### config.mk
export PLATFORM = sky130hd
export DESIGN_NAME = rmq_div
export DESIGN_NICKNAME = d
export VERILOG_FILES = /design/src/rtl/rmq_pkg.sv /design/src/rtl/rmq_div.sv
export SDC_FILE = /design/constraint.sdc
export NUM_CORES = 2
export LEC_CHECK = 0
export BUFFER_PORTS_ARGS = -buffer_cell sky130_fd_sc_hd__buf_2
export CORE_MARGIN = 5
export CORE_UTILIZATION = 60
export DETAILED_ROUTE_END_ITERATION = 10
export MAX_ROUTING_LAYER = met4
export PLACE_DENSITY = 0.77
export SLEW_MARGIN = 5
export SYNTH_ARGS = -nofsm -noshare
export SYNTH_HDL_FRONTEND = slang
export SYNTH_SLANG_ARGS = --single-unit
### constraint.sdc
create_clock -name clk -period 9.5 [get_ports clk]
set_clock_uncertainty 0.05 [all_clocks]
set_input_delay 0.95 -clock clk [delete_from_list [all_inputs] [get_ports clk]]
set_output_delay 0.95 -clock clk [all_outputs]
set_load 0.02 [all_outputs]
### src/rtl/rmq_pkg.sv
// Shared widths, types and helpers for the matrix-to-quaternion pipeline.
`timescale 1ns / 1ps

package rmq_pkg;

    localparam int Q_W    = 16;   // Q2.14 fields
    localparam int EXT_W  = 20;   // sums of three entries plus one
    localparam int NUM_W  = 17;   // off-diagonal sum or difference
    localparam int RAD_W  = 30;   // radicand after the 2^12 scale
    localparam int RT_W   = RAD_W / 2;
    localparam int QUO_W  = 15;   // quotient bits below saturation
    localparam int DN_W   = 29;   // rounded dividend
    localparam int FRAC_SH = 12;
    localparam int N_LANE = 4;
    localparam int Q_ONE  = 16384;

    localparam logic signed [Q_W-1:0] Q_MAX = 16'sh7FFF;
    localparam logic signed [Q_W-1:0] Q_MIN = 16'sh8000;

    // Which component comes straight from the root.
    typedef enum logic [1:0] {
        DOM_X = 2'd0,
        DOM_Y = 2'd1,
        DOM_Z = 2'd2,
        DOM_W = 2'd3
    } dom_t;

    function automatic logic signed [EXT_W-1:0] sext(input logic signed [Q_W-1:0] v);
        sext = {{(EXT_W-Q_W){v[Q_W-1]}}, v};
    endfunction

endpackage

### src/rtl/rmq_div.sv
// Four-lane pipelined rounded divide by the root, with saturation.
`timescale 1ns / 1ps

module rmq_div
    import rmq_pkg::*;
#(
    parameter int PW = 2
)
(
    input  logic                    clk,
    input  logic                    rst_n,
    input  logic                    in_valid,
    input  logic [RT_W-1:0]         den,
    input  logic signed [NUM_W-1:0] num [N_LANE],
    input  logic [PW-1:0]           in_pay,
    output logic                    out_valid,
    output logic [RT_W-1:0]         out_den,
    output logic signed [Q_W-1:0]   quo [N_LANE],
    output logic [PW-1:0]           out_pay
);

    logic [DN_W-1:0]  prep_rem [N_LANE];
    logic             prep_ov  [N_LANE];
    logic             prep_neg [N_LANE];

    logic [DN_W-1:0]  rem_reg [0:QUO_W][N_LANE];
    logic [QUO_W-1:0] q_reg   [0:QUO_W][N_LANE];
    logic             ov_reg  [0:QUO_W][N_LANE];
    logic             neg_reg [0:QUO_W][N_LANE];
    logic [RT_W-1:0]  den_reg [0:QUO_W];
    logic [PW-1:0]    pay_reg [0:QUO_W];
    logic             vld_reg [0:QUO_W];

    logic                  out_vld_reg;
    logic [RT_W-1:0]       out_den_reg;
    logic signed [Q_W-1:0] quo_reg [N_LANE];
    logic [PW-1:0]         out_pay_reg;

    // dividend = |n| * 2^12 + den/2, so a floor divide rounds half away from zero
    always_comb
    begin
        logic [NUM_W-1:0] mag;
        for (int l = 0; l < N_LANE; l++)
        begin
            mag = num[l][NUM_W-1] ? (~num[l] + 1'b1) : num[l];
            prep_rem[l] = (DN_W'(mag) << FRAC_SH) + DN_W'(den >> 1);
            prep_ov[l]  = ({1'b0, prep_rem[l]} >= ((DN_W + 1)'(den) << QUO_W));
            prep_neg[l] = num[l][NUM_W-1];
        end
    end

    always_ff @(posedge clk or negedge rst_n)
    begin
        if (!rst_n)
        begin
            vld_reg[0] <= 1'b0;
        end
        else
        begin
            vld_reg[0] <= in_valid;
        end
    end

    always_ff @(posedge clk)
    begin
        den_reg[0] <= den;
        pay_reg[0] <= in_pay;
        for (int l = 0; l < N_LANE; l++)
        begin
            rem_reg[0][l] <= prep_rem[l];
            q_reg[0][l]   <= '0;
            ov_reg[0][l]  <= prep_ov[l];
            neg_reg[0][l] <= prep_neg[l];
        end
    end

    for (genvar s = 0; s < QUO_W; s++)
    begin : g_stage
        localparam int B = QUO_W - 1 - s;
        logic [DN_W-1:0] dsh;

        assign dsh = DN_W'(den_reg[s]) << B;

        always_ff @(posedge clk or negedge rst_n)
        begin
            if (!rst_n)
            begin
                vld_reg[s+1] <= 1'b0;
            end
            else
            begin
                vld_reg[s+1] <= vld_reg[s];
            end
        end

        always_ff @(posedge clk)
        begin
            den_reg[s+1] <= den_reg[s];
            pay_reg[s+1] <= pay_reg[s];
            for (int l = 0; l < N_LANE; l++)
            begin
                if (rem_reg[s][l] >= dsh)
                begin
                    rem_reg[s+1][l] <= rem_reg[s][l] - dsh;
                    q_reg[s+1][l]   <= q_reg[s][l] | (QUO_W'(1) << B);
                end
                else
                begin
                    rem_reg[s+1][l] <= rem_reg[s][l];
                    q_reg[s+1][l]   <= q_reg[s][l];
                end
                ov_reg[s+1][l]  <= ov_reg[s][l];
                neg_reg[s+1][l] <= neg_reg[s][l];
            end
        end
    end

    always_ff @(posedge clk or negedge rst_n)
    begin
        if (!rst_n)
        begin
            out_vld_reg <= 1'b0;
        end
        else
        begin
            out_vld_reg <= vld_reg[QUO_W];
        end
    end

    always_ff @(posedge clk)
    begin
        out_den_reg <= den_reg[QUO_W];
        out_pay_reg <= pay_reg[QUO_W];
        for (int l = 0; l < N_LANE; l++)
        begin
            priority if (den_reg[QUO_W] == '0)
            begin
                quo_reg[l] <= '0;
            end
            else if (ov_reg[QUO_W][l])
            begin
                quo_reg[l] <= neg_reg[QUO_W][l] ? Q_MIN : Q_MAX;
            end
            else if (neg_reg[QUO_W][l])
            begin
                quo_reg[l] <= -$signed({1'b0, q_reg[QUO_W][l]});
            end
            else
            begin
                quo_reg[l] <= $signed({1'b0, q_reg[QUO_W][l]});
            end
        end
    end

    assign out_valid = out_vld_reg;
    assign out_den   = out_den_reg;
    assign quo       = quo_reg;
    assign out_pay   = out_pay_reg;

endmodule

==> results by group <==
Logic synthesis
  • Commonest cells post-synth: dfxtp_1 (2245), nor2_1 (989), ha_1 (936)
  • Top_reg_cell synth: dfxtp_1
  • Largest cells by area after synthesis: dfxtp_1 (42%), ha_1 (11%), xnor2_1 (5.2%)
  • Area share of the largest cell type after synthesis: 41.8%
  • Asr flop ratio synth: less than 1%
  • Syn nets: between 10000 and 15000
  • FF+latch count, synth: roughly 2300
  • Top-count cell post-synth: dfxtp_1
  • Sequential area share after synthesis: roughly 42%
  • YS warnings: 0
  • Cell area after synthesis: approximately 110000 um^2
  • Synth cell types: 85
  • Synth Instances: approximately 12000
  • Post-synth EDFFs: 0
  • Largest area contributor in the netlist: dfxtp_1
  • Syn_area_per_cell: roughly 9 um^2

Cells and area
  • Number of fill cells: between 10000 and 15000
  • Max reg flops: ~1300
  • Fin nets: around 13000
  • Finished Cell Area: 119000 um^2
  • Layout cell share with drive strength beyond 1: under 10%
  • Final core occ: between 60% and 70%
  • Synth-to-Final Area Change: 10.5%

Placed design
  • PortBufs: between 150 and 200
  • GPL Wtd Cong: roughly 1.0
  • Detailed Place HPWL: 253000 um
  • Placement Cell Area: 111000 um^2

Global routing
  • Initial antenna violation count: 22
  • Largest net degree at the start of global routing: 58
  • Overall routing resource usage: 33.6%
  • Total grt overflow: 0
  • Vias in the first global route: 82200
  • First-pass GRT wire length: roughly 480000 um

Detailed routing
  • Routed WL: 318000 um
  • DRT iter0 DRCs: 7294
  • Via Count: about 86000
  • Detailed-route DRC error count: 0
  • Per-cell routed wire length: around 22 um
  • Pre-antenna DRT Iters: 9
  • Post-DRT Antenna Nets: 0
  • Vias per cell: ~6.0

STA
  • Tcrit/Tclk final: between 40% and 50%
  • Final setup violation count: 0
  • Min Clock Period, post-route: between 4 and 5 ns
  • Fin. Hold Viols: 0
  • Fin. max-slew vios: 0
  • Worst-margin pin slew: 1.26 ns
  • RSZ-0062 raised after global routing: false
  • Setup TNS: 0 ns
  • Worst slew margin: between 10% and 20%
  • Max Clk Rate: approximately 0.22 GHz

Setup path
  • Crit Path Category: register to register
  • CP Cell Sequence: inv_1 > ha_1 > or4_1 > or4_1 > or4_1 > a211o_1 > nand3b_1 > o211ai_1 > nor3_1 > xor2_1
  • Crit path max fanout: 30
  • Nature of the critical path startpoint: register
  • Most common cell on crit path: or4_1
  • CP max stage cell: nand3b_1
  • Crit path DAT: ~5.2 ns
  • CP delay by family, top: simple AND/OR/NAND/NOR gates
  • Crit-path max cell delay: approximately 0.85 ns
  • Data required, critical path: 10.18 ns
  • Crit end category: register
  • CP bufs+invs: 1
  • R2r setup slk: 4.94 ns

CTS
  • Clk Latency, worst-skew pair: around 0.93 ns
  • Post-CTS sizing: 0
  • H-tree levels: 4
  • Worst-path clk slew: ~0.07 ns
  • Root Driver: clkbuf_16
  • Max clock buf depth: 3
  • CTS tree: yes
  • Clk sinks: around 2300
  • Inserted Clock Buffers: roughly 220

Die
  • FP Rows: around 160
  • Die area: 188000 um^2
  • DIE WIDTH: roughly 430 um
  • Die Ht: approximately 430 um
  • Starting Density: between 60% and 70%
  • Top Ports: 170
  • Core area: around 180000 um^2

Run status
  • Outcome: finished, final reports clean

Min path
  • Hold Path Class: primary input to register

Run
  • MaxCap Viol Count: 0

Pwr
  • Power Density: roughly 370 nW/um^2
  • Maximum VDD drop: roughly 0.22 mV
  • Leak Pwr: slightly above 50 nW
-- final timing paths --
kind,startpoint,end,depth (start not counted)
max,den_reg[1][44]$_DFF_P_,rem_reg[11][84]$_DFF_P_,10
min,in_valid,vld_reg[15]$_DFF_PN0_,1
max reg2reg,den_reg[1][44]$_DFF_P_,rem_reg[11][84]$_DFF_P_,10
min reg2reg,q_reg[8][10]$_DFF_P_,q_reg[9][10]$_DFF_P_,0
max in group asynchronous,rst_n,vld_reg[1]$_DFF_PN0_,2
min in group asynchronous,rst_n,vld_reg[13]$_DFF_PN0_,2
-- cells in the final DEF (no fill, tap or decap), drive strengths merged, types with 48 or more instances in the layout --
cell,n
nand2b,216
ha,936
nand4,147
nor2b,164
o21ai,720
nor4,153
a21oi,889
nor2,989
or2,60
a21o,286
nand3,202
a31oi,93
fa,60
xor2,467
xnor2,635
clkbuf,283
o21a,136
mux2,216
dfxtp,2245
and3,81
clkinv,58
or4,48
or3,125
o31ai,84
inv,551
a211oi,76
o21bai,59
buf,209
nor3,312
nand2,767
-- kinds of logic after synthesis --
| kind of cell | after synthesis | share of synthesized area [%] |
|---|---|---|
| compound gates | 2759 | 15.8 |
| xor+xnor | 1102 | 8.98 |
| fa+ha+maj | 996 | 12.0 |
| buf+inv | 772 | 2.72 |
| flops | 2262 | 42.2 |
| mux | 240 | 2.49 |
| simple gates | 3458 | 15.8 |
-- timing repair --
action | in CTS | in global routing
buffers inserted | 0 | 0
hold buffers | 1 | 0
hold endpoints to repair | 17 | 0
-- stage by stage --
step | instances | hold slack, ns | setup WS [ns] | power [W]
after floorplan | 11600 | 0.260 | 4.88 | 0.0288
after global placement | 13900 | 0.260 | 4.19 | 0.0340
after detailed placement | 13900 | 0.262 | 4.24 | 0.0345
after CTS | 14300 | 0.0470 | 4.98 | 0.0438
after global routing | 14300 | 0.0632 | 4.57 | 0.0467
final | 14300 | 0.104 | 4.94 | 0.0441
-- where the power goes --
part | internal (W) | total, W | switching [W] | leakage, nW
sequential | 0.0129 | 0.0158 | 0.00291 | 19.0
combinational | 0.00826 | 0.0190 | 0.0107 | 28.4
clock | 0.00536 | 0.00922 | 0.00386 | 3.76
-- layout make-up --
class	count	area, um^2	share of cell area [%]
clock inverter	117	1870	1.57
sequential	2262	45400	38.2
timing repair buffer	210	1160	0.973
antenna	25	62.6	0.0527
tap	2355	2950	2.48
multi-input combinational	8555	59400	50.0
clock buffer	283	5960	5.02
inverter	540	2030	1.71
-- metal layers --
layer,vias to the layer above,GRT usage [%],wire length [um]
met3,789,5.18,19200
met1,41000,41.3,133000
met4,0,16.0,17200
met5,-,-,0
met2,3059,54.5,149000
li1,41400,-,-
Note: power is estimated with default switching activity, not from simulation.
