`src/rtl/rmq_pkg.sv`:
```
// Shared widths, types and helpers for the matrix-to-quaternion pipeline.
`timescale 1ns / 1ps

package rmq_pkg;

    localparam int Q_W    = 16;   // Q2.14 fields
    localparam int EXT_W  = 20;   // sums of three entries plus one
    localparam int NUM_W  = 17;   // off-diagonal sum or difference
    localparam int RAD_W  = 30;   // radicand after the 2^12 scale
    localparam int RT_W   = RAD_W / 2;
    localparam int QUO_W  = 15;   // quotient bits below saturation
    localparam int DN_W   = 29;   // rounded dividend
    localparam int FRAC_SH = 12;
    localparam int N_LANE = 4;
    localparam int Q_ONE  = 16384;

    localparam logic signed [Q_W-1:0] Q_MAX = 16'sh7FFF;
    localparam logic signed [Q_W-1:0] Q_MIN = 16'sh8000;

    // Which component comes straight from the root.
    typedef enum logic [1:0] {
        DOM_X = 2'd0,
        DOM_Y = 2'd1,
        DOM_Z = 2'd2,
        DOM_W = 2'd3
    } dom_t;

    function automatic logic signed [EXT_W-1:0] sext(input logic signed [Q_W-1:0] v);
        sext = {{(EXT_W-Q_W){v[Q_W-1]}}, v};
    endfunction

endpackage

```
`src/rtl/rmq_sqrt.sv`:
```
// Pipelined integer square root, one result bit per stage.
`timescale 1ns / 1ps

module rmq_sqrt
    import rmq_pkg::*;
#(
    parameter int PW = 8
)
(
    input  logic              clk,
    input  logic              rst_n,
    input  logic              in_valid,
    input  logic [RAD_W-1:0]  rad,
    input  logic [PW-1:0]     in_pay,
    output logic              out_valid,
    output logic [RT_W-1:0]   root,
    output logic [PW-1:0]     out_pay
);

    logic [RAD_W-1:0] rem_reg  [0:RT_W];
    logic [RT_W-1:0]  root_reg [0:RT_W];
    logic [PW-1:0]    pay_reg  [0:RT_W];
    logic             vld_reg  [0:RT_W];

    always_ff @(posedge clk or negedge rst_n)
    begin
        if (!rst_n)
        begin
            vld_reg[0] <= 1'b0;
        end
        else
        begin
            vld_reg[0] <= in_valid;
        end
    end

    always_ff @(posedge clk)
    begin
        rem_reg[0]  <= rad;
        root_reg[0] <= '0;
        pay_reg[0]  <= in_pay;
    end

    for (genvar s = 0; s < RT_W; s++)
    begin : g_stage
        localparam int B = RT_W - 1 - s;
        logic [RAD_W-1:0] term;
        logic             take;

        // (r + 2^b)^2 - r^2 with r holding only bits above b
        assign term = (RAD_W'(root_reg[s]) << (B + 1)) | (RAD_W'(1) << (2 * B));
        assign take = (rem_reg[s] >= term);

        always_ff @(posedge clk or negedge rst_n)
        begin
            if (!rst_n)
            begin
                vld_reg[s+1] <= 1'b0;
            end
            else
            begin
                vld_reg[s+1] <= vld_reg[s];
            end
        end

        always_ff @(posedge clk)
        begin
            rem_reg[s+1]  <= take ? (rem_reg[s] - term) : rem_reg[s];
            root_reg[s+1] <= take ? (root_reg[s] | (RT_W'(1) << B)) : root_reg[s];
            pay_reg[s+1]  <= pay_reg[s];
        end
    end

    assign out_valid = vld_reg[RT_W];
    assign root      = root_reg[RT_W];
    assign out_pay   = pay_reg[RT_W];

endmodule

```
`config.mk`:
```
export PLATFORM = sky130hd
export DESIGN_NAME = rmq_sqrt
export DESIGN_NICKNAME = d
export VERILOG_FILES = /design/src/rtl/rmq_pkg.sv /design/src/rtl/rmq_sqrt.sv
export SDC_FILE = /design/constraint.sdc
export NUM_CORES = 1
export LEC_CHECK = 0
export BUFFER_PORTS_ARGS = -buffer_cell sky130_fd_sc_hd__clkbuf_2
export CORE_ASPECT_RATIO = 1.25
export CORE_MARGIN = 3
export CORE_UTILIZATION = 40
export DETAILED_ROUTE_END_ITERATION = 8
export PLACE_DENSITY = 0.62
export SLEW_MARGIN = 25
export SYNTH_ARGS = -nofsm -noshare
export SYNTH_HDL_FRONTEND = slang
export SYNTH_SLANG_ARGS = --single-unit
```
`constraint.sdc`:
```
create_clock -name clk -period 2.83 [get_ports clk]
set_input_delay 0.1415 -clock clk [delete_from_list [all_inputs] [get_ports clk]]
set_output_delay 0.1415 -clock clk [all_outputs]
set_load 0.05 [all_outputs]
```
==> load_flow_metrics.sql, run 1 <==
INSERT INTO impl_metrics (metric_group, metric, value, unit) VALUES
('floorplanning', 'die_height', '278', 'um'),
('timing', 'layout_worst_path_cycle_share', '100', '%'),
('yosys', 'synthMostInstantiatedCell', 'sky130_fd_sc_hd__dfxtp_1', ''),
('yosys', 'async_flop_share', '2.24', '%'),
('power_and_ir_drop', 'power.density', '1070', 'mW/mm2'),
('global_routing', 'grt_max_degree', '28', ''),
('worst_setup_path', 'crit_arrival', '3.32', 'ns'),
('cells_and_area', 'largest_register_ff_count', '450', ''),
('worst_setup_path', 'crit_required', '3.31', 'ns'),
('global_routing', 'number_of_global_route_vias_before_repair', '16120', ''),
('yosys', 'post-synth-top-area-cell', 'sky130_fd_sc_hd__dfxtp_1', ''),
('route', 'firstDrtPassIters', '4', ''),
('clock_tree', 'tritoncts_clock_tree', 'done', ''),
('route', 'detail_route.wl_per_cell', '14.7', 'um'),
('global_routing', 'grt.overflow.total', '0', ''),
('clock_tree', 'clock_insertion_delay_worst_skew', '0.60', 'ns'),
('timing', 'hold_slack', '0.176', 'ns'),
('floorplanning', 'top_level_ports', '65', ''),
('cells_and_area', 'instances_no_fill', '3131', ''),
('worst_setup_path', 'worstPathBufferInverterCount', '1', ''),
('cells_and_area', 'num_antenna_cells', '0', ''),
('yosys', 'synth.ff_latch_count', '714', ''),
('run_status', 'violations', 'setup timing', ''),
('cells_and_area', 'number_of_nets_at_the_end_of_the_flow', '2502', ''),
('placed_design', 'placed_cells_incl_taps', '2961', ''),
('yosys', 'ys_dominant_reg_cell', 'sky130_fd_sc_hd__dfxtp_1', ''),
('yosys', 'synth_warnings', '0', ''),
('timing', 'finalWorstSetupSlack', '-0.0131', 'ns'),
('clock_tree', 'max-clock-path-buffers', '3', ''),
('floorplanning', 'std_cell_rows', '98', ''),
('route', 'avgViaCountPerCell', '4.87', ''),
('clock_tree', 'clock-root-buffer', 'sky130_fd_sc_hd__clkbuf_16', ''),
('power_and_ir_drop', 'max-vdd-ir-drop', '0.602', 'mV'),
('global_routing', 'grt_first_pass_wirelength', '74.2', 'mm'),
('clock_tree', 'path_clk_slew', '0.06', 'ns'),
('placed_design', 'post_dp_cell_area', '0.0250', 'mm2'),
('cells_and_area', 'syn2layout_area_growth', '18.0', '%'),
('yosys', 'number_of_synthesized_flops_with_an_enable_pin', '0', ''),
('cells_and_area', 'layout-drive-gt1-share', '10.9', '%'),
('yosys', 'syn_nets', '2307', ''),
('job', 'max_cap_viol_count', '0', ''),
('floorplanning', 'die_width', '223', 'um'),
('timing', 'finalSetupViolations', '1', ''),
('power_and_ir_drop', 'power.leakage', '0.0126', 'uW'),
('worst_setup_path', 'timing_worst_setup_path_type', 'reg -> reg', ''),
('yosys', 'syn-instance-count', '2135', ''),
('timing', 'maxSlewHeadroom', '58.2', '%'),
('timing', 'hold_violations', '0', ''),
('route', 'drt_iter0_drc', '533', ''),
('placed_design', 'port-buffer-count', '64', ''),
('route', 'vias', '15247', ''),
('run_status', 'status', 'complete, but fails checks', ''),
('yosys', 'post_synth_most_frequent_cells', 'sky130_fd_sc_hd__dfxtp_1, sky130_fd_sc_hd__inv_1, sky130_fd_sc_hd__ha_1', ''),
('worst_setup_path', 'endpoint_kind', 'flip-flop', ''),
('floorplanning', 'start_util', '40.9', '%'),
('power_and_ir_drop', 'fin_total_pwr', '29800', 'uW'),
('worst_setup_path', 'crit_path_top_delay_cell', 'sky130_fd_sc_hd__or4_4', ''),
('global_routing', 'grt_antenna_before_repair', '0', ''),
('floorplanning', 'floorplan.core_area', '0.0578', 'mm2'),
('worst_setup_path', 'worst-path-max-fanout', '5', ''),
('hold_path', 'min-delay-path-class', 'in -> reg', ''),
('placed_design', 'hpwl', '34.9', 'mm'),
('worst_setup_path', 'timing.critical_path.slowest_cell_delay', '0.43', 'ns'),
('placed_design', 'global_placement_routability_congestion', '0.925', ''),
('worst_setup_path', 'path_cells', 'or3_4 > or4_4 > or3_4 > or3_4 > nor4_4 > buf_2 > nor3_1 > xor2_1', ''),
('timing', 'maxSlewViolCount', '0', ''),
('route', 'detail_route.wirelength', '45.9', 'mm'),
('yosys', 'synth_seq_area_share', '60.9', '%'),
('timing', 'setup_repair_after_global_routing_missed_its_margin', 'yes', ''),
('clock_tree', 'cts.sink_count', '714', ''),
('cells_and_area', 'design_area', '0.0278', 'mm2');
[where the power goes]
part	leakage [uW]	switching (uW)	internal [uW]
Sequential	0.00605	1310	12100
Clock	0.00113	3800	5290
Combinational	0.00537	4000	3360
[routing by layer]
metal | track usage (%) | share of wire [%] | vias up
li1 | - | - | 7726
met1 | 12.0 | 33 | 7064
met2 | 30.3 | 57 | 295
met3 | 2.50 | 3.1 | 162
met4 | 10.6 | 7.1 | 0
met5 | 0 | 0 | -
[cell families (layout without fill, tap and decap cells)]
family / count (synthesis) / in the layout / share of synthesized area, %
buffers and inverters: 192 / 438 / 3.20
AO/OA/AOI/OAI: 351 / 351 / 9.25
multiplexers: 17 / 17 / 0.779
adder cells (fa/ha/maj): 131 / 131 / 6.94
flip-flops: 714 / 714 / 60.9
XOR/XNOR: 173 / 173 / 6.42
AND/OR/NAND/NOR: 557 / 557 / 12.5
[metrics by stage]
stage               setup slack (ns)  util [%]
finish                       -0.0131      48.2
detailed placement            0.0520      43.4
global placement              0.0645      43.4
floorplan                      0.207         -
global route                 -0.0867      48.2
CTS                           0.0287      48.1
[timing repair]
action | CTS | global route
setup endpoints to repair | 0 | 29
hold buffers | 41 | 0
setup buffers | 0 | 4
gates resized for setup | 0 | 15
hold endpoints to repair | 55 | 0
[worst reg2reg max path, stage by stage, from the launching register on]
cell and delay (ns):
sky130_fd_sc_hd__dfxtp_2 0.32, sky130_fd_sc_hd__or3_4 0.38, sky130_fd_sc_hd__or4_4 0.43, sky130_fd_sc_hd__or3_4 0.34, sky130_fd_sc_hd__or3_4 0.35, sky130_fd_sc_hd__nor4_4 0.42, sky130_fd_sc_hd__buf_2 0.24, sky130_fd_sc_hd__nor3_1 0.08
sky130_fd_sc_hd__xor2_1 0.16
[worst paths after layout]
| path | slack [ns] | endpoint | startpoint | cells after the start |
|---|---|---|---|---|
| max reg2reg | -0.01 | rem_reg[6][48]$_DFF_P_ | rem_reg[6][20]$_DFF_P_ | 8 |
| min | 0.18 | rem_reg[0][13]$_DFF_P_ | rad[13] | 2 |
| max in group asynchronous | 1.80 | vld_reg[4]$_DFF_PN0_ | rst_n | 3 |
| min reg2reg | 0.32 | pay_reg[3][5]$_DFF_P_ | pay_reg[2][5]$_DFF_P_ | 0 |
| min in group asynchronous | 0.62 | vld_reg[13]$_DFF_PN0_ | rst_n | 3 |
| max | -0.01 | rem_reg[6][48]$_DFF_P_ | rem_reg[6][20]$_DFF_P_ | 8 |
[area by class of cell]
type	count	area (um2)
clock buffer	98	2000
inverter	162	608
clock inverter	26	320
timing repair buffer	152	1090
multi-input combinational	1229	8520
sequential	714	14400
tap	750	938
fill	5076	29900
[layout by cell type (no fill, tap or decap), types with 10 or more instances in the layout]
| cell | Yosys | final |
|---|---|---|
| sky130_fd_sc_hd__or3_1 | 26 | 25 |
| sky130_fd_sc_hd__clkinv_2 | 0 | 11 |
| sky130_fd_sc_hd__a211oi_1 | 11 | 11 |
| sky130_fd_sc_hd__xnor2_1 | 78 | 78 |
| sky130_fd_sc_hd__clkbuf_2 | 0 | 64 |
| sky130_fd_sc_hd__nand2b_1 | 26 | 26 |
| sky130_fd_sc_hd__clkbuf_8 | 1 | 10 |
| sky130_fd_sc_hd__dfrtp_1 | 16 | 16 |
| sky130_fd_sc_hd__a21oi_1 | 97 | 97 |
| sky130_fd_sc_hd__a21o_1 | 25 | 25 |
| sky130_fd_sc_hd__clkbuf_16 | 0 | 72 |
| sky130_fd_sc_hd__mux2_2 | 11 | 11 |
| sky130_fd_sc_hd__and2_1 | 10 | 10 |
| sky130_fd_sc_hd__o21ai_0 | 102 | 100 |
| sky130_fd_sc_hd__nor4b_1 | 17 | 15 |
| sky130_fd_sc_hd__nor2b_1 | 15 | 15 |
| sky130_fd_sc_hd__nor4_1 | 60 | 59 |
| sky130_fd_sc_hd__dfxtp_1 | 698 | 696 |
| sky130_fd_sc_hd__nand3b_1 | 10 | 10 |
| sky130_fd_sc_hd__clkbuf_1 | 24 | 16 |
| sky130_fd_sc_hd__o31ai_1 | 14 | 14 |
| sky130_fd_sc_hd__nor3_1 | 52 | 52 |
| sky130_fd_sc_hd__ha_1 | 131 | 131 |
| sky130_fd_sc_hd__xor2_1 | 95 | 95 |
| sky130_fd_sc_hd__dlygate4sd3_1 | 0 | 41 |
| sky130_fd_sc_hd__nand2_1 | 121 | 121 |
| sky130_fd_sc_hd__nor2_1 | 122 | 122 |
| sky130_fd_sc_hd__o21a_1 | 31 | 31 |
| sky130_fd_sc_hd__nand4_1 | 24 | 24 |
| sky130_fd_sc_hd__inv_1 | 162 | 162 |
| sky130_fd_sc_hd__buf_4 | 0 | 44 |
| sky130_fd_sc_hd__nand3_1 | 16 | 16 |
No activity file was read; power rests on OpenSTA's default activity.
==> inputs of run 2 (changes only) <==
- GPL_TIMING_DRIVEN: unset -> 0
- PLACE_DENSITY: 0.62 -> 0.6
- clock period: 2.83 -> 3.23 ns (I/O delays scaled with it)
==> load_flow_metrics.sql, run 2 (synthesized netlist as in run 1, its figures left out) <==
INSERT INTO impl_metrics (metric_group, metric, value, unit) VALUES
('global_routing', 'track_usage', '15.4', '%'),
('run_status', 'status', 'complete, no violations', ''),
('placed_design', 'post_dp_cell_area', '0.0249', 'mm2'),
('clock_tree', 'cts-buffers-inserted', '71', ''),
('worst_setup_path', 'critPathLaunchType', 'flip-flop', ''),
('route', 'detail_route.wl_per_cell', '15.1', 'um'),
('floorplanning', 'floorplan.core_area', '0.0578', 'mm2'),
('timing', 'finalSetupViolations', '0', ''),
('power_and_ir_drop', 'max-vdd-ir-drop', '0.621', 'mV'),
('timing', 'min_period', '3.14', 'ns'),
('worst_setup_path', 'path_cells', 'inv_1 > ha_1 > nand4b_1 > nor4b_1 > a31oi_1 > o2111ai_2 > and2_1 > nor2b_1 > xor2_1', ''),
('route', 'firstDrtPassIters', '5', ''),
('timing', 'achievable-frequency', '319', 'MHz'),
('cells_and_area', 'number_of_nets_at_the_end_of_the_flow', '2487', ''),
('route', 'vias', '15113', ''),
('worst_setup_path', 'endpoint_kind', 'flip-flop', ''),
('placed_design', 'port-buffer-count', '64', ''),
('cells_and_area', 'layout.cells.most_common_list', 'sky130_fd_sc_hd__dfxtp_1, sky130_fd_sc_hd__inv_1, sky130_fd_sc_hd__ha_1, sky130_fd_sc_hd__nor2_1, sky130_fd_sc_hd__nand2_1', ''),
('worst_setup_path', 'r2r_slack', '0.09', 'ns'),
('timing', 'worst_slew_pin_slew', '0.798', 'ns'),
('timing', 'maxSlewViolCount', '0', ''),
('global_routing', 'grt_max_degree', '17', ''),
('worst_setup_path', 'crit_required', '3.72', 'ns'),
('clock_tree', 'max-clock-path-buffers', '3', ''),
('cells_and_area', 'num_antenna_cells', '0', ''),
('placed_design', 'hpwl', '35.9', 'mm'),
('global_routing', 'grt.overflow.total', '0', ''),
('clock_tree', 'clock-root-buffer', 'sky130_fd_sc_hd__clkbuf_16', ''),
('worst_setup_path', 'timing.critical_path.slowest_cell_delay', '0.64', 'ns'),
('cells_and_area', 'layout-drive-gt1-share', '9.34', '%'),
('floorplanning', 'start_util', '40.9', '%'),
('cells_and_area', 'syn2layout_area_growth', '17.3', '%'),
('global_routing', 'grt_first_pass_wirelength', '76.3', 'mm'),
('global_routing', 'grt_antenna_before_repair', '0', ''),
('route', 'drt_iter0_drc', '502', ''),
('cells_and_area', 'layout_commonest_cell', 'sky130_fd_sc_hd__dfxtp_1', ''),
('placed_design', 'global_placement_routability_congestion', '0.879', ''),
('timing', 'setup_repair_after_global_routing_missed_its_margin', 'no', ''),
('timing', 'layout_worst_path_cycle_share', '97.1', '%'),
('floorplanning', 'std_cell_rows', '98', ''),
('timing', 'fin_setup_tns', '0', 'ns'),
('floorplanning', 'design.die.area', '0.0620', 'mm2'),
('worst_setup_path', 'worstPathBufferInverterCount', '1', ''),
('route', 'avgViaCountPerCell', '4.85', ''),
('clock_tree', 'cts.sink_count', '714', ''),
('floorplanning', 'die_width', '223', 'um'),
('clock_tree', 'tritoncts_clock_tree', 'done', ''),
('cells_and_area', 'largest_register_ff_count', '450', ''),
('floorplanning', 'top_level_ports', '65', ''),
('timing', 'finalClockSkew', '0.0156', 'ns'),
('worst_setup_path', 'crit_arrival', '3.63', 'ns'),
('route', 'detail_route.wirelength', '47.0', 'mm'),
('worst_setup_path', 'crit-reg2reg-launch', 'root_reg[9][12]$_DFF_P_', ''),
('job', 'max_cap_viol_count', '0', ''),
('clock_tree', 'path_clk_slew', '0.06', 'ns'),
('clock_tree', 'clock_insertion_delay_worst_skew', '0.61', 'ns'),
('clock_tree', 'h_tree_lvl_count', '3', ''),
('worst_setup_path', 'critPathLaunch', 'root_reg[9][12]$_DFF_P_', ''),
('power_and_ir_drop', 'power.leakage', '0.0124', 'uW'),
('route', 'ant_nets', '0', ''),
('floorplanning', 'die_height', '278', 'um'),
('worst_setup_path', 'worst-path-max-fanout', '10', ''),
('worst_setup_path', 'crit_path_top_delay_cell', 'sky130_fd_sc_hd__a31oi_1', ''),
('power_and_ir_drop', 'power.density', '945', 'mW/mm2'),
('timing', 'hold_violations', '0', ''),
('hold_path', 'min-delay-path-class', 'in -> reg', ''),
('global_routing', 'number_of_global_route_vias_before_repair', '16146', ''),
('route', 'drt_drc_violations_left', '0', ''),
('timing', 'maxSlewHeadroom', '46.6', '%'),
('worst_setup_path', 'timing_worst_setup_path_type', 'reg -> reg', ''),
('cells_and_area', 'design_area', '0.0277', 'mm2'),
('worst_setup_path', 'critPathTopFamily', 'compound AO/OA/AOI/OAI gates', ''),
('hold_path', 'holdCritStartpoint', 'rad[12]', '');
## run 2: changes by cell type in the layout (fill, tap and decap cells not counted), sizes merged
cell      previous run  this run
buf                 47         7
clkbuf             162       187
bufinv               3         6
clkinv              15        12
clkinvlp             3         4
## run 2: worst reg2reg max path, delay by kind of cell, from the launching register on
kind / cells / cell delay [ns]
AO/OA/AOI/OAI: 2 / 1.20
AND/OR/NAND/NOR: 4 / 0.95
adder cells (fa/ha/maj): 1 / 0.36
flip-flops: 1 / 0.34
XOR/XNOR: 1 / 0.13
buffers and inverters: 1 / 0.05
## run 2: timing repair
item,in CTS,in global routing
gates resized for setup,4,8
endpoints found under the setup margin,21,35
hold endpoints to repair,55,0
setup buffers,0,2
hold buffers,41,0
## run 2: worst paths after layout
| check | to | depth (start not counted) |
|---|---|---|
| max | rem_reg[5][21]$_DFF_P_ | 9 |
| min in group asynchronous | vld_reg[15]$_DFF_PN0_ | 3 |
| max in group asynchronous | vld_reg[1]$_DFF_PN0_ | 3 |
| min | rem_reg[0][12]$_DFF_P_ | 2 |
| max reg2reg | rem_reg[5][21]$_DFF_P_ | 9 |
| min reg2reg | pay_reg[14][6]$_DFF_P_ | 0 |
## run 2: layout make-up
cell class	instances	area [um2]
sequential	714	14400
inverter	162	608
buffer	30	151
clock buffer	98	2000
fill	5151	30100
tap	750	938
timing repair buffer	107	746
clock inverter	27	363
multi-input combinational	1229	8520
## run 2: through the flow
| step | std cells | total power [uW] | setup WS (ns) | hold WS, ns | util, % |
|---|---|---|---|---|---|
| floorplan | 2135 | 16400 | 0.607 | -0.134 | - |
| global placement | 2949 | 18000 | -0.209 | 0.0808 | 43.1 |
| detailed placement | 2949 | 18100 | -0.172 | 0.0898 | 43.1 |
| CTS | 3115 | 26500 | 0.0116 | 0.142 | 47.9 |
| global route | 3117 | 27800 | 0.00619 | 0.167 | 48.0 |
| finish | 3117 | 26200 | 0.0949 | 0.186 | 48.0 |
## run 2: report_power, final
group          switching [uW]  internal [uW]
registers                1130          10600
clock network            3320           4860
logic                    3510           2780
total                    7960          18200
## run 2: layer usage
| layer | share of wire, % | wire length [um] | vias up | global-route usage [%] |
|---|---|---|---|---|
| li1 | - | - | 7706 | - |
| met1 | 32 | 15200 | 6966 | 12.2 |
| met2 | 58 | 27100 | 268 | 31.9 |
| met3 | 3.0 | 1390 | 173 | 2.71 |
| met4 | 7.2 | 3390 | 0 | 11.3 |
| met5 | 0 | 0 | - | 0 |
